## config.mk

```make
export PLATFORM = sky130hd
export DESIGN_NAME = cele90_div
export DESIGN_NICKNAME = d
export VERILOG_FILES = /design/src/design/cele90_div.sv
export SDC_FILE = /design/constraint.sdc
export NUM_CORES = 2
export LEC_CHECK = 0
export BUFFER_PORTS_ARGS = -buffer_cell sky130_fd_sc_hd__clkbuf_2
export CORE_MARGIN = 5
export CORE_UTILIZATION = 56
export CTS_BUF_LIST = sky130_fd_sc_hd__clkbuf_8
export CTS_CLUSTER_DIAMETER = 200
export DETAILED_ROUTE_END_ITERATION = 8
export PLACE_DENSITY = 0.72
export SYNTH_ARGS = -nofsm -noshare
export SYNTH_HDL_FRONTEND = slang
export SYNTH_MEMORY_MAX_BITS = 65536
export SYNTH_SLANG_ARGS = --single-unit
```

## constraint.sdc

```tcl
create_clock -name clk -period 5 [get_ports clk]
set_input_delay 0.5 -clock clk [delete_from_list [all_inputs] [get_ports clk]]
set_output_delay 0.5 -clock clk [all_outputs]
set_load 0.01 [all_outputs]
```

## src/design/cele90_div.sv

```systemverilog
// ----------------------------------------------------------------------------
// cele90_div
// pipelined restoring divider, one quotient bit per stage
// ----------------------------------------------------------------------------
`timescale 1ns / 1ps

module cele90_div #(
	parameter int N_W  = 49,
	parameter int D_W  = 25,
	parameter int Q_W  = 35,
	parameter int SB_W = 1
) (
	input  logic            clk,
	input  logic            arst_n,
	input  logic            en,
	input  logic            in_valid,
	input  logic [N_W-1:0]  in_num,
	input  logic [D_W-1:0]  in_den,
	input  logic [SB_W-1:0] in_sb,
	output logic            out_valid,
	output logic [Q_W-1:0]  out_quo,
	output logic [SB_W-1:0] out_sb
);

	localparam int RW = D_W + 1;

	logic [RW-1:0]   rem_s [Q_W+1];
	logic [Q_W-1:0]  low_s [Q_W+1];
	logic [Q_W-1:0]  quo_s [Q_W+1];
	logic [D_W-1:0]  den_s [Q_W+1];
	logic [SB_W-1:0] sb_s  [Q_W+1];
	logic [Q_W:0]    vld_s;

	// quotient is assumed to fit in Q_W bits, so the upper part starts below den
	function automatic logic [RW-1:0] rem_next(logic [RW-1:0] rem, logic nb,
		logic [D_W-1:0] den);
		logic [RW-1:0] remw;
		begin
			remw = {rem[RW-2:0], nb};
			rem_next = (remw >= {1'b0, den}) ? (remw - {1'b0, den}) : remw;
		end
	endfunction

	function automatic logic [Q_W-1:0] quo_next(logic [RW-1:0] rem, logic nb,
		logic [D_W-1:0] den, logic [Q_W-1:0] quo);
		logic [RW-1:0] remw;
		begin
			remw = {rem[RW-2:0], nb};
			quo_next = {quo[Q_W-2:0], (remw >= {1'b0, den})};
		end
	endfunction

	always_ff @(posedge clk or negedge arst_n) begin
		if (!arst_n) begin
			vld_s <= '0;
		end else if (en) begin
			vld_s <= {vld_s[Q_W-1:0], in_valid};
		end
	end

	always_ff @(posedge clk) begin
		if (en) begin
			rem_s[0] <= RW'(in_num >> Q_W);
			low_s[0] <= in_num[Q_W-1:0];
			quo_s[0] <= '0;
			den_s[0] <= in_den;
			sb_s[0]  <= in_sb;
			for (int k = 0; k < Q_W; k++) begin
				rem_s[k+1] <= rem_next(rem_s[k], low_s[k][Q_W-1], den_s[k]);
				quo_s[k+1] <= quo_next(rem_s[k], low_s[k][Q_W-1], den_s[k], quo_s[k]);
				low_s[k+1] <= low_s[k] << 1;
				den_s[k+1] <= den_s[k];
				sb_s[k+1]  <= sb_s[k];
			end
		end
	end

	assign out_valid = vld_s[Q_W];
	assign out_quo   = quo_s[Q_W];
	assign out_sb    = sb_s[Q_W];

endmodule

```

==> impl_metrics.toml <==
[global_route]
grt_pass1_vias = 87810
grt_max_degree = 171
grt_use_total_pct = 22.13
antenna_found_initial = 7
grt_pass1_wl_um = 480400
grt_overflow = 0

[synth]
syn_inst = 11198
syn_area_um2 = 145100
synth_async_sr_flop_share_pct = 1.172
synth_cell_type_count = 85
synth_ff_type = "edfxtp_1"
synth_edf_count = 3035
synth.yosys.seq_area_share_pct = 63.43
yosys_register_bits = 3071
ys_warn_count = 0
synthMuxAreaShare_pct = 2.271
avgSynthCellArea_um2 = 12.96
synth_compound_area_share_pct = 11.47
synthSimpleGateAreaFrac_pct = 7.239
synthXorXnorAreaFrac_pct = 4.141
synth_nets = 12176
synth_top_family_by_area = "compound AO/OA/AOI/OAI gates"
synth_fa_ha_area_share_pct = 7.928

[place]
pre_cts_slack_ps = 730.6
gp_congestion = 0.9429
port_buffers = 115
dp_hpwl_um = 215700

[drt]
drc = 0
via_per_inst = 5.654
totalWireLength_um = 303400
wire_per_inst_um = 19.35
vias = 88662
dr.pass1.iters = 6
drt_iter0_markers = 7199
ant_nets = 0

[hold_path]
min_from = "in_num[3]"
holdCritPathClass = "in -> reg"

[timing]
slew_viol_final = 0
maxSlewHeadroom_pct = 12.94
finClkSkew_ps = 62.59
max_freq_mhz = 234.9
fin_tns_setup_ps = 0
fin_ws_ps = 743.0
min_period_ps = 4257
setup-violations-final = 0
finalHoldViolations = 0
period_share_pct = 85.14
worst_pin_slew_ps = 1306
rsz0062_at_grt = "no"

[power]
p_total_uw = 96960
power.density_nw_per_um2 = 599.8
vdd_drop_max_mv = 0.2828
leakage_uw = 0.06487

[clocking]
clk_path_buf_depth = 4
root_buffer = "clkbuf_8"
htree_levels = 6
cts.sinks = 3071
clkLatencyLatePin_ps = 1150
cts_tree = "built"
post_cts_buffers = 0
cts_resized = 0
numCtsBuffers = 518
path_clk_slew_ps = 60

[critical_path]
reg2reg_from = "low_s[27][34]"
path_class = "reg -> reg"
start_kind = "register"
cp_max_fo = 26
cp_slowest_cell = "a221o_1"
critical_path_arrival_ps = 5100
cp-end-kind = "register"
crit_top_cell = "inv_1"
critical_path.max_stage_delay_ps = 480
crit_chain = "inv_1, ha_1, inv_1, fa_1, a211oi_2, o21a_1, o21ai_1, a21boi_1, a221o_1, a311oi_4, a21oi_2, a2111oi_4, buf_4, mux2_2"
startpoint = "low_s[27][34]"
critPathRequiredTime_ps = 5840

[cells_and_area]
layout_common_cells = "3035 x edfxtp_1, 1280 x inv_1, 865 x ha_1"
area_growth_pct = 11.41
layout_commonest_cell = "edfxtp_1"
drive_gt1_share_pct = 10.17
num-nets-final = 12890

[job]
max-cap-violations = 0

[die]
dieArea_um2 = 269400
start_util_pct = 56.37
die_h_um = 519.0
die_width_um = 519.0
io_pins = 116
core_area_um2 = 257400
rows = 186

[outcome]
outcome = "finished, final reports clean"
-- report_power, final --
group          total [µW]  leakage (µW)  switching [µW]  internal [µW]
sequential          39100        0.0302            3350          35700
clock               20800       0.00536           10000          10700
combinational       37100        0.0293           21200          15900
total               97000        0.0649           34600          62300
-- worst paths after layout --
kind                                 end  slack (ps)  depth (start not counted)
max                         rem_s[28][6]         740                         14
min                          low_s[0][3]         150                          2
max reg2reg                 rem_s[28][6]         740                         14
min reg2reg                low_s[17][20]         390                          0
max in group asynchronous      vld_s[20]        4370                          4
min in group asynchronous      vld_s[29]         460                          4
-- what timing repair did --
action                                  CTS  global route
hold endpoints to repair                142             0
hold buffers                            152             0
endpoints found under the setup margin    0             0
-- cells in the mapped netlist (98+ instances only) --
cell type	count	area share, %
mux2_2	246	1.9
a21oi_1	781	2.7
xor2_1	306	1.8
nor3_1	121	0.42
edfxtp_1	3035	63
a21o_1	391	2.0
xnor2_1	380	2.3
clkbuf_1	183	0.47
nor2_1	486	1.3
nand3_1	185	0.64
nand4_1	116	0.50
o21bai_1	98	0.51
o21ai_0	703	2.4
ha_1	865	7.5
nand2_1	826	2.1
inv_1	1144	3.0
-- stage by stage --
step / cells / instance area, µm² / hold slack [ps] / util, %
floorplan: 11198 / 145100 / 204.4 / -
global placement: 14624 / 150600 / 400.5 / 58.51
detailed placement: 14624 / 150600 / 404.5 / 58.51
CTS: 15675 / 161600 / 16.44 / 62.80
global route: 15680 / 161700 / 59.10 / 62.80
finish: 15680 / 161700 / 153.0 / 62.80
-- registers in the layout (all words and copies together), names as in the netlist --
name,cells
quo_s,630
low_s,630
sb_s,36
vld_s,36
rem_s,864
den_s,875
-- logic make-up after synthesis --
| family | count (synthesis) |
|---|---|
| adder cells (fa/ha/maj) | 899 |
| AO/OA/AOI/OAI | 2665 |
| XOR/XNOR | 686 |
| buffers and inverters | 1351 |
| AND/OR/NAND/NOR | 2236 |
| multiplexers | 290 |
| flip-flops | 3071 |
-- critical path: cells and delay by family, from the launching register on --
family                   cells  cell delay, ps
AO/OA/AOI/OAI                8            1990
adder cells (fa/ha/maj)      2             590
buffers and inverters        3             620
flip-flops                   1             360
multiplexers                 1             380
-- layer usage --
metal	vias to the layer above	share of wire, %	GRT usage, %
met5	-	0.0043	0
met4	2	3.3	7.518
met3	593	5.1	3.194
met2	2568	46	35.61
met1	42513	45	31.18
li1	42986	-	-
-- final cells by class --
class / instances / area (µm²)
diodes: 5 / 12.51
clock buffers: 526 / 7239
clock inverters: 373 / 2278
fillers: 19344 / 95740
inverters: 1145 / 4298
multi-input cells: 6776 / 48100
flip-flops and latches: 3071 / 92040
well taps: 3384 / 4234
repair buffers: 400 / 3446
No activity file was read; power rests on OpenSTA's default activity.
