File: src/design/cele90_pkg.sv
// ----------------------------------------------------------------------------
// cele90_pkg
// shared constants and the result record of the ce90 / le90 pipeline
// ----------------------------------------------------------------------------
`timescale 1ns / 1ps

package cele90_pkg;

	// default number of fraction bits of the fixed-point ports
	localparam int DEF_FRAC_BITS = 16;

	// polynomial and scale coefficients, 24 fraction bits
	localparam int K_SHIFT = 24;
	localparam int K0_W    = 25;
	localparam int K1_W    = 22;
	localparam int K2_W    = 24;
	localparam int KLE_W   = 25;
	localparam logic [K0_W-1:0]  K0_C  = 25'd27757904;
	localparam logic [K1_W-1:0]  K1_C  = 22'd2334214;
	localparam logic [K2_W-1:0]  K2_C  = 24'd10609911;
	localparam logic [KLE_W-1:0] KLE_C = 25'd27596843;

	// discriminant and its root
	localparam int W_W  = 66;
	localparam int B2_W = W_W / 2;

	// axis ratio is kept below 2^11; larger ratios always saturate ce90
	localparam int C_W      = 35;
	localparam int CLAMP_SH = C_W - K_SHIFT;
	localparam int C2_W     = 2 * C_W - K_SHIFT;
	localparam int T1_W     = K1_W + C_W - K_SHIFT;
	localparam int T2_W     = K2_W + C2_W - K_SHIFT;
	localparam int S_W      = T2_W + 1;

	localparam logic [31:0] SAT32 = 32'hFFFF_FFFF;

	typedef struct packed {
		logic [31:0] ce90;
		logic [31:0] le90;
		logic        degenerate;
	} result_t;

endpackage

File: src/design/cele90_obuf.sv
// ----------------------------------------------------------------------------
// cele90_obuf
// two-entry output buffer that parts the pipeline from the output stall
// ----------------------------------------------------------------------------
`timescale 1ns / 1ps

module cele90_obuf import cele90_pkg::*; (
	input  logic    clk,
	input  logic    arst_n,
	input  logic    push,
	input  result_t push_data,
	output logic    full,
	output logic    out_valid,
	input  logic    out_stall,
	output result_t out_data
);

	logic    v0_q;
	logic    v1_q;
	result_t d0_q;
	result_t d1_q;
	logic    pop;

	assign pop = v0_q & ~out_stall;

	always_ff @(posedge clk or negedge arst_n) begin
		if (!arst_n) begin
			v0_q <= 1'b0;
			v1_q <= 1'b0;
		end else begin
			v0_q <= push | v1_q | (v0_q & ~pop);
			if (pop) begin
				v1_q <= 1'b0;
			end else if (push && v0_q) begin
				v1_q <= 1'b1;
			end
		end
	end

	// push only happens while the second entry is free
	always_ff @(posedge clk) begin
		if (push && (!v0_q || pop)) begin
			d0_q <= push_data;
		end else if (pop) begin
			d0_q <= d1_q;
		end
		if (push && v0_q && !pop) begin
			d1_q <= push_data;
		end
	end

	assign full      = v1_q;
	assign out_valid = v0_q;
	assign out_data  = d0_q;

endmodule
File: config.mk
export PLATFORM = sky130hd
export DESIGN_NAME = cele90_obuf
export DESIGN_NICKNAME = d
export VERILOG_FILES = /design/src/design/cele90_pkg.sv /design/src/design/cele90_obuf.sv
export SDC_FILE = /design/constraint.sdc
export NUM_CORES = 1
export LEC_CHECK = 0
export BUFFER_PORTS_ARGS = -buffer_cell sky130_fd_sc_hd__buf_2
export CORE_UTILIZATION = 43
export CTS_BUF_LIST = sky130_fd_sc_hd__clkbuf_4
export CTS_CLUSTER_DIAMETER = 100
export DETAILED_ROUTE_END_ITERATION = 12
export HOLD_SLACK_MARGIN = 0.08
export PLACE_DENSITY = 0.67
export SETUP_SLACK_MARGIN = 0.4
export SLEW_MARGIN = 20
export SYNTH_ARGS = -nofsm -noshare
export SYNTH_HDL_FRONTEND = slang
export SYNTH_SLANG_ARGS = --single-unit
export TNS_END_PERCENT = 30
File: constraint.sdc
create_clock -name clk -period 3.8 [get_ports clk]
set_input_delay 0.76 -clock clk [delete_from_list [all_inputs] [get_ports clk]]
set_output_delay 0.76 -clock clk [all_outputs]
set_load 0.02 [all_outputs]
==> results by group <==
Critical path
  • Cell chain of the critical path: buf_2
  • WP data arrival: 1230 ps
  • Critical-path maximum fanout: 7
  • Crit-path leading delay family: flip-flops
  • CP Class: register to primary output
  • Buf+Inv Stages, Crit Path: 1
  • CP max stage cell: dfrtp_1
  • Critical path's largest stage delay: 530 ps
  • Crit end category: primary output
  • CP Launch Type: register
  • Critical path required time: about 3000 ps

Place
  • GPL Wtd Cong: 0.646
  • Buffers on Ports: roughly 140
  • DPL Wire Length: 4920 um
  • Post-DP Area: around 0.0058 mm^2

Timing
  • Max Slew Vio Count: 0
  • Max-slew headroom: 40.5%
  • Fin crit period: 1990 ps
  • Setup TNS: 0 ps
  • Final worst path period share: 52.5%
  • Fmax: 0.502 GHz
  • Min Hold Slack: 457 ps
  • Hold Vio Cnt, Final: 0
  • Skew final: 16.3 ps
  • Final setup viols: 0
  • Unrepaired setup endpoints after global routing: false
  • Worst slew pin tran: 892 ps

Synth
  • Cell taking the most area after synthesis: edfxtp_1
  • Synth Net Count: 280
  • Synth top area share: between 70% and 80%
  • Post-synth top flop: edfxtp_1
  • Simple-gate share of the synthesized area: 0.124%
  • Synth Cell Area: 0.00504 mm^2
  • Largest family of logic cells by synthesized area: multiplexers
  • Asr flop ratio synth: 1.52%
  • EDFF count, synth: between 100 and 150
  • Register area share after synthesis: 78.4%
  • Xor/xnor cell area share of the yosys netlist: 0%
  • Most frequent cell after synthesis: edfxtp_1
  • Post-synthesis adder-cell area fraction: 0%
  • Syn avg cell area: 23.9 um^2
  • Cells after Synth: ~210
  • Largest cells by area after synthesis: edfxtp_1, mux2_4, mux2_2
  • Synth Area in Compound Gates: 0.596%
  • FF+latch count, synth: approximately 130
  • Synth top cells by count: edfxtp_1, mux2_4, mux2_2
  • Cell variety after synth: 12
  • Mux cell area share after synthesis: a little under a fifth
  • Syn. warnings: 0

Floorplan
  • FP Rows: 39
  • Chip Height: approximately 110 um
  • Initial Utilization: 44.1%
  • Core ar.: between 0.01 and 0.015 mm^2
  • Die Footprint: roughly 0.012 mm^2
  • Die W: 110 um
  • I/O pins: 136

Cells and area
  • Area grow syn2layout: 20.4%
  • Share of post-route cells with drive strength above 1: about 62%
  • # nets final: 429
  • Final Instance Area: 0.00607 mm^2
  • Antenna cells: 0
  • # fillers: 950

Detailed routing
  • Routed vias/inst: 4.75
  • Drt wl/cell: 15.4 um
  • DRT iter0 DRCs: 70
  • Routed WL: about 7900 um
  • Post-route antenna net violation count: 0
  • Pre-antenna DRT Iters: 4
  • Via Count: ~2500
  • Remaining DRCs: 0

Clock tree
  • CTS tree: yes
  • Max H-tree Level: 4
  • Sinks on Clock Net: roughly 130
  • Num CTS Buffers: 17
  • Worst-path clk slew: 110 ps
  • Post-cts resize count: 0
  • Clk_lat worst skew: 480 ps
  • # Post-CTS Setup Buffers: 0
  • CTS root buffer: clkbuf_4
  • Max Root-Sink Buffers: 2

GRT
  • First-pass GRT wire length: 11900 um
  • Gr ovfl total: 0
  • Vias in the first global route: approximately 2400
  • Initial antenna violation count: 0
  • Tot GR Track Use: between 10 and 15%
  • Largest net degree at the start of global routing: between 60 and 70

Power
  • PwrDens: 482 mW/mm^2
  • Maximum VDD drop: 0.221 mV
  • Overall power: 0.00292 W
  • Standby leakage power: 2.42 nW

Flow run
  • Max_cap viols: 0

Hold path
  • Min-Delay Path Class: input port to register

Outcome
  • Status: complete, no violations
## metrics by stage
stage | setup WS (ps) | utilization (%) | cells
finish | 1810 | 53.1 | 516
detailed placement | 1610 | 50.9 | 483
CTS | 1740 | 53.1 | 516
global placement | 1650 | 50.9 | 483
floorplan | 1030 | - | 211
global route | 1670 | 53.1 | 516
## cells in the final DEF (no fill, tap or decap), drive strengths merged
master | Yosys | final
buf | 7 | 136
edfxtp | 130 | 130
mux2 | 66 | 66
clkbuf | 0 | 23
clkinv | 0 | 7
a21oi | 2 | 2
dfrtp | 2 | 2
a21boi | 1 | 1
and3 | 1 | 1
a211o | 1 | 1
inv | 1 | 1
bufinv | 0 | 1
clkinvlp | 0 | 1
dlygate4sd3 | 0 | 1
## worst paths after layout
path | from | to | slack, ps | depth (start not counted)
worst max register to register | out_valid | out_data[10] | 1990 | 3
worst min-delay path | push_data[19] | d1_q[19] | 460 | 1
worst min register to register | full | out_valid | 530 | 1
min in group asynchronous | arst_n | out_valid | 570 | 2
worst max-delay path | out_valid | out_valid | 1810 | 1
max in group asynchronous | arst_n | full | 3140 | 2
## report_power, final
group	switching, W	internal [W]
Sequential	0.0000263	0.00172
Combinational	0.000202	0.000155
Clock	0.000458	0.000358
Total	0.000687	0.00224
## cells by family after synthesis
logic type / Yosys count
and+or+nand+nor: 1
DFF: 132
AOI/OAI and AO/OA: 4
muxes: 66
buffers and inverters: 8
## what timing repair did
item	in CTS	in global routing
setup endpoints to repair	0	0
hold endpoints to repair	2	0
hold buffers	1	0
## flip-flops by register name, indices dropped and copies added, names as in the netlist
name       cells
full           1
out_data      65
d1_q          65
out_valid      1
## routing by layer
metal	routed length [um]	track usage, %	part of all wire, %
met1	3540	17.1	45
met2	3740	20.1	47
met3	585	6.47	7.4
met4	58	5.64	0.73
met5	0	0	0
## cell type report
class                   instances  area (um^2)  share of cell area (%)
well taps                     143          179                    2.95
flip-flops and latches        132         3950                    65.2
repair buffers                137          706                    11.6
multi-input cells              71          983                    16.2
inverters                       1         3.75                  0.0619
clock inverters                 9         68.8                    1.13
clock buffers                  23          173                    2.85
Power figures use the tool's default switching activity.
