$ cat src/design/cele90_mul.sv
// ----------------------------------------------------------------------------
// cele90_mul
// three-stage multiplier built from four half-width partial products
// ----------------------------------------------------------------------------
`timescale 1ns / 1ps

module cele90_mul #(
	parameter int A_W  = 35,
	parameter int B_W  = 35,
	parameter int SB_W = 1
) (
	input  logic               clk,
	input  logic               arst_n,
	input  logic               en,
	input  logic               in_valid,
	input  logic [A_W-1:0]     in_a,
	input  logic [B_W-1:0]     in_b,
	input  logic [SB_W-1:0]    in_sb,
	output logic               out_valid,
	output logic [A_W+B_W-1:0] out_prod,
	output logic [SB_W-1:0]    out_sb
);

	localparam int AL  = A_W / 2;
	localparam int AH  = A_W - AL;
	localparam int BL  = B_W / 2;
	localparam int BH  = B_W - BL;
	localparam int P_W = A_W + B_W;

	logic [AL+BL-1:0] ll_s1;
	logic [AL+BH-1:0] lh_s1;
	logic [AH+BL-1:0] hl_s1;
	logic [AH+BH-1:0] hh_s1;
	logic [P_W-1:0]   x1_s2;
	logic [P_W-1:0]   x2_s2;
	logic [P_W-1:0]   prod_s3;
	logic [SB_W-1:0]  sb_s1;
	logic [SB_W-1:0]  sb_s2;
	logic [SB_W-1:0]  sb_s3;
	logic [2:0]       vld_s;

	always_ff @(posedge clk or negedge arst_n) begin
		if (!arst_n) begin
			vld_s <= '0;
		end else if (en) begin
			vld_s <= {vld_s[1:0], in_valid};
		end
	end

	always_ff @(posedge clk) begin
		if (en) begin
			ll_s1   <= (AL+BL)'(in_a[AL-1:0]) * (AL+BL)'(in_b[BL-1:0]);
			lh_s1   <= (AL+BH)'(in_a[AL-1:0]) * (AL+BH)'(in_b[B_W-1:BL]);
			hl_s1   <= (AH+BL)'(in_a[A_W-1:AL]) * (AH+BL)'(in_b[BL-1:0]);
			hh_s1   <= (AH+BH)'(in_a[A_W-1:AL]) * (AH+BH)'(in_b[B_W-1:BL]);
			sb_s1   <= in_sb;
			x1_s2   <= P_W'(ll_s1) + (P_W'(lh_s1) << BL);
			x2_s2   <= (P_W'(hl_s1) << AL) + (P_W'(hh_s1) << (AL + BL));
			sb_s2   <= sb_s1;
			prod_s3 <= x1_s2 + x2_s2;
			sb_s3   <= sb_s2;
		end
	end

	assign out_valid = vld_s[2];
	assign out_prod  = prod_s3;
	assign out_sb    = sb_s3;

endmodule

$ cat config.mk
export PLATFORM = sky130hd
export DESIGN_NAME = cele90_mul
export DESIGN_NICKNAME = d
export VERILOG_FILES = /design/src/design/cele90_mul.sv
export SDC_FILE = /design/constraint.sdc
export NUM_CORES = 2
export LEC_CHECK = 0
export BUFFER_PORTS_ARGS = -buffer_cell sky130_fd_sc_hd__buf_2
export CORE_MARGIN = 2
export CORE_UTILIZATION = 45
export DETAILED_ROUTE_END_ITERATION = 16
export PLACE_DENSITY_LB_ADDON = 0.2
export SYNTH_ARGS = -nofsm -noshare
export SYNTH_HDL_FRONTEND = slang
export SYNTH_SLANG_ARGS = --single-unit
$ cat constraint.sdc
create_clock -name clk -period 4.1 [get_ports clk]
set_input_delay 0.82 -clock clk [delete_from_list [all_inputs] [get_ports clk]]
set_output_delay 0.82 -clock clk [all_outputs]
set_load 0.005 [all_outputs]
==> results.txt <==
----------------------------------------------------
[Layout]
  Fraction of layout instances using a drive strength above 1 ... 0.2502
  Summed area of non-filler cells in the final layout ... 68,150 µm²
  Utilization after layout ... 0.5703
  Area growth from synthesis to final layout ... 26.03%
  Filler Cells Inserted ... 10,511
  Multi-input logic area ... 41,850 µm²
  Total Nets Final ... 7,859
  Storage cell area ... 9654 µm²

[Worst hold path]
  Hold EP ... x2_s2[19]
  Min-delay src ... hl_s1[2]
  Min-Delay Path Depth ... 0
  Hold Path Class ... reg2reg

[Placed design]
  Placement Cell Area ... 62,490 µm²
  Quantity of I/O buffers inserted on ports ... 146
  Placer's final routability congestion estimate ... 0.8790
  Post-DP HPWL ... 119,700 µm

[Global route]
  Initial antenna violation count ... 11
  GRT Total Usage ... 0.2514
  Pin count of the biggest net entering global routing ... 88
  Vias in the first global route ... 43,701
  First-pass GRT wire length ... 240,200 µm
  GRT overflow ... 0

[Logic synthesis]
  Library cell with the highest instance count after synthesis ... sky130_fd_sc_hd__inv_1
  Share of synthesized registers carrying an async set or reset ... 0.009317
  Post-synthesis cell area ... 54,080 µm²
  Unique masters post-synth ... 77
  Share of the synthesized area in the top cell type ... 0.3558
  Number of flip-flops and latches in the synthesized netlist ... 322
  Ys flop type ... sky130_fd_sc_hd__edfxtp_1
  Top cell type by total area after synthesis ... sky130_fd_sc_hd__fa_1
  Gate count of the mapped netlist ... 5,597
  Mean instance size in the synthesized netlist ... 9.662 µm²
  Syn nets ... 7,140
  Number of synthesized flops with an enable pin ... 319
  Ranking of synthesized cells by instance count ... 1,194 x sky130_fd_sc_hd__inv_1, 961 x sky130_fd_sc_hd__fa_1, 777 x sky130_fd_sc_hd__nand2_1, 547 x sky130_fd_sc_hd__and2_1, 507 x sky130_fd_sc_hd__ha_1
  Ranking of synthesized cells by area ... sky130_fd_sc_hd__fa_1 36%, sky130_fd_sc_hd__edfxtp_1 18%, sky130_fd_sc_hd__ha_1 12%
  Part of the Yosys area used for sequential elements ... 0.1785
  Synthesis warning total ... 0

[Drt]
  Vias/cell ... 5.064
  Remaining DRCs ... 0
  Total vias in the final route ... 40,292
  Detailed router's first-iteration violation count ... 1,978
  Avg WL per Cell ... 18.73 µm
  Number of routed nets with antenna violations ... 0
  First drt pass iteration count ... 7
  Total wire length after detailed routing ... 149,100 µm

[Timing]
  Slew of the pin with the lowest slew margin ... 0.8921 ns
  Number of slew-limit violations in the final report ... 0
  Clock Skew ... 0.02189 ns
  Setup violation total in the final timing report ... 113
  Relative slew slack ... 0.4052
  Post-route fraction of the period consumed by the critical path ... 1.485
  Total Neg Setup Slack ... -153.57 ns
  Maximum clock rate ... 164.2 MHz
  Post-layout worst setup margin ... -1.989 ns
  Final Hold Slack ... 0.4109 ns
  Setup repair after global routing missed its margin ... true
  Min Tclk post-route ... 6.089 ns
  Final hold vios ... 0

[Critical path]
  Worst endpoint data arrival time ... 6.41 ns
  Worst reg-to-reg path cell count ... 12
  Sort of element at the start of the critical path ... primary input
  Setup Crit Path Kind ... in2reg
  Launching instance or port of the critical path ... in_b[5]
  Reg2Reg Capture Point ... out_prod[66]
  Register-to-Register Setup Slack ... 0.36 ns
  Nature of the critical path endpoint ... register
  Critical Path Fanout Max ... 7
  Data required time at the worst endpoint ... 4.42 ns
  Worst flop-to-flop path startpoint ... x1_s2[25]

[Clock tree]
  Number of buffers created by CTS ... 38
  Clk buf depth ... 3
  Clock-pin slew reported for the worst setup and hold paths after clock tree synthesis ... 0.06 ns
  Clock latency on the worst-skew pair ... 0.58 ns
  Count of H-tree levels built during CTS ... 2
  Sink Count ... 322
  Clock Root Buffer ... sky130_fd_sc_hd__clkbuf_16
  CTS tree ... done

[Floorplan]
  Area of the placeable core ... 119,500 µm²
  Die Y-Extent ... 350.7 µm
  Area of the die ... 123,000 µm²
  I/O pins ... 147
  Initial Util ... 0.4525
  Number of placement rows ... 127
  Horiz. Die Dim ... 350.7 µm

[Outcome]
  Result of the run ... finished, violations left
  Violated checks ... negative setup slack

[Job]
  Maximum capacitance violations ... 0

----------------------------------------------------
==> critical path, cell delays in order <==
cell and delay [ns]:
sky130_fd_sc_hd__buf_12 0.12, sky130_fd_sc_hd__buf_12 0.13, sky130_fd_sc_hd__and2_4 0.15, sky130_fd_sc_hd__fa_1 0.55, sky130_fd_sc_hd__inv_2 0.04, sky130_fd_sc_hd__fa_1 0.48
sky130_fd_sc_hd__fa_2 0.56, sky130_fd_sc_hd__inv_2 0.04, sky130_fd_sc_hd__fa_1 0.45, sky130_fd_sc_hd__fa_1 0.49, sky130_fd_sc_hd__inv_1 0.05, sky130_fd_sc_hd__fa_1 0.49
sky130_fd_sc_hd__inv_2 0.05, sky130_fd_sc_hd__ha_4 0.16, sky130_fd_sc_hd__a21o_1 0.17, sky130_fd_sc_hd__a21o_1 0.20, sky130_fd_sc_hd__a221oi_4 0.29, sky130_fd_sc_hd__o311ai_4 0.19
sky130_fd_sc_hd__a311o_1 0.34, sky130_fd_sc_hd__a221o_1 0.38, sky130_fd_sc_hd__a21oi_2 0.16, sky130_fd_sc_hd__xnor2_1 0.08
==> cell families (layout without fill, tap and decap cells) <==
kind of cell | Yosys count | in the layout | synth area share
other | 0 | 1 | 0
multiplexers | 3 | 3 | 0.0006247
flip-flops | 322 | 322 | 0.1785
AO/OA/AOI/OAI | 502 | 502 | 0.06263
XOR/XNOR | 232 | 232 | 0.03758
adder cells (fa/ha/maj) | 1468 | 1468 | 0.4731
buffers and inverters | 1442 | 2189 | 0.1002
AND/OR/NAND/NOR | 1628 | 1628 | 0.1473
==> stage by stage <==
stage	cells	setup WS, ns
detailed placement	7760	-2.794
finish	7957	-1.989
CTS	7926	-1.927
global route	7956	-2.113
floorplan	5597	-2.289
global placement	7760	-2.758
==> how the worst max path moves through the flow <==
stage	endpoint	slack, ns	depth (start not counted)
after floorplan	hl_s1[34]	-2.29	21
after global placement	ll_s1[33]	-2.76	23
after detailed placement	ll_s1[33]	-2.79	23
after CTS	hl_s1[31]	-1.93	22
after global routing	lh_s1[32]	-2.11	25
final	hl_s1[34]	-1.99	22
==> flip-flops by register name, summed over array words and instances (netlist names) <==
signal	cells
ll_s1	34
out_sb	1
x1_s2	53
sb_s2	1
sb_s1	1
x2_s2	53
out_prod	70
lh_s1	35
hl_s1	35
vld_s	3
hh_s1	36
==> cells in the final DEF (no fill, tap or decap), types with 14 or more instances in the layout <==
cell	count
sky130_fd_sc_hd__buf_2	83
sky130_fd_sc_hd__nand2_1	737
sky130_fd_sc_hd__nor2b_1	16
sky130_fd_sc_hd__nand3_1	35
sky130_fd_sc_hd__a21oi_1	99
sky130_fd_sc_hd__o21a_1	26
sky130_fd_sc_hd__xnor2_1	148
sky130_fd_sc_hd__buf_8	30
sky130_fd_sc_hd__o21bai_1	24
sky130_fd_sc_hd__ha_1	426
sky130_fd_sc_hd__and3_1	14
sky130_fd_sc_hd__xor2_1	47
sky130_fd_sc_hd__nor3_1	21
sky130_fd_sc_hd__fa_1	892
sky130_fd_sc_hd__buf_6	136
sky130_fd_sc_hd__inv_1	1098
sky130_fd_sc_hd__nand4_1	30
sky130_fd_sc_hd__and2_4	82
sky130_fd_sc_hd__o21ai_2	15
sky130_fd_sc_hd__nor2_1	83
sky130_fd_sc_hd__o21ai_0	40
sky130_fd_sc_hd__nand2b_1	19
sky130_fd_sc_hd__and2_1	465
sky130_fd_sc_hd__buf_12	89
sky130_fd_sc_hd__buf_4	574
sky130_fd_sc_hd__xnor2_2	22
sky130_fd_sc_hd__edfxtp_1	319
sky130_fd_sc_hd__clkbuf_16	41
sky130_fd_sc_hd__inv_2	96
sky130_fd_sc_hd__ha_4	68
sky130_fd_sc_hd__a21oi_2	51
sky130_fd_sc_hd__fa_2	69
sky130_fd_sc_hd__nand2_4	14
sky130_fd_sc_hd__nand2_2	26
sky130_fd_sc_hd__a21o_1	104
==> routing by layer <==
layer / GRT usage / share of wire / wire (µm) / vias up
li1: - / - / - / 18617
met1: 0.3307 / 0.43 / 63870 / 20560
met2: 0.4318 / 0.49 / 72720 / 860
met3: 0.03966 / 0.053 / 7921 / 241
met4: 0.06665 / 0.030 / 4453 / 14
met5: 0 / 0.00063 / 94 / -
==> timing repair <==
action                                  in CTS  in global routing
hold endpoints to repair                     3                  0
hold buffers                                 1                  0
endpoints found under the setup margin     115                114
pin swaps                                  253                237
resized for setup                          595                224
gates cloned                                12                  2
setup buffers                              100                 42
==> layout make-up <==
class	count	share of cell area
clock buffers	43	0.01454
diodes	1	0.00003672
repair buffers	927	0.1301
clock inverters	25	0.004186
well taps	1612	0.02960
inverters	1194	0.06576
multi-input cells	3833	0.6141
flip-flops and latches	322	0.1417
Power is left out: the tool's default activity adds up to more than one toggle a clock period on the data nets, which glitch-free logic cannot reach.
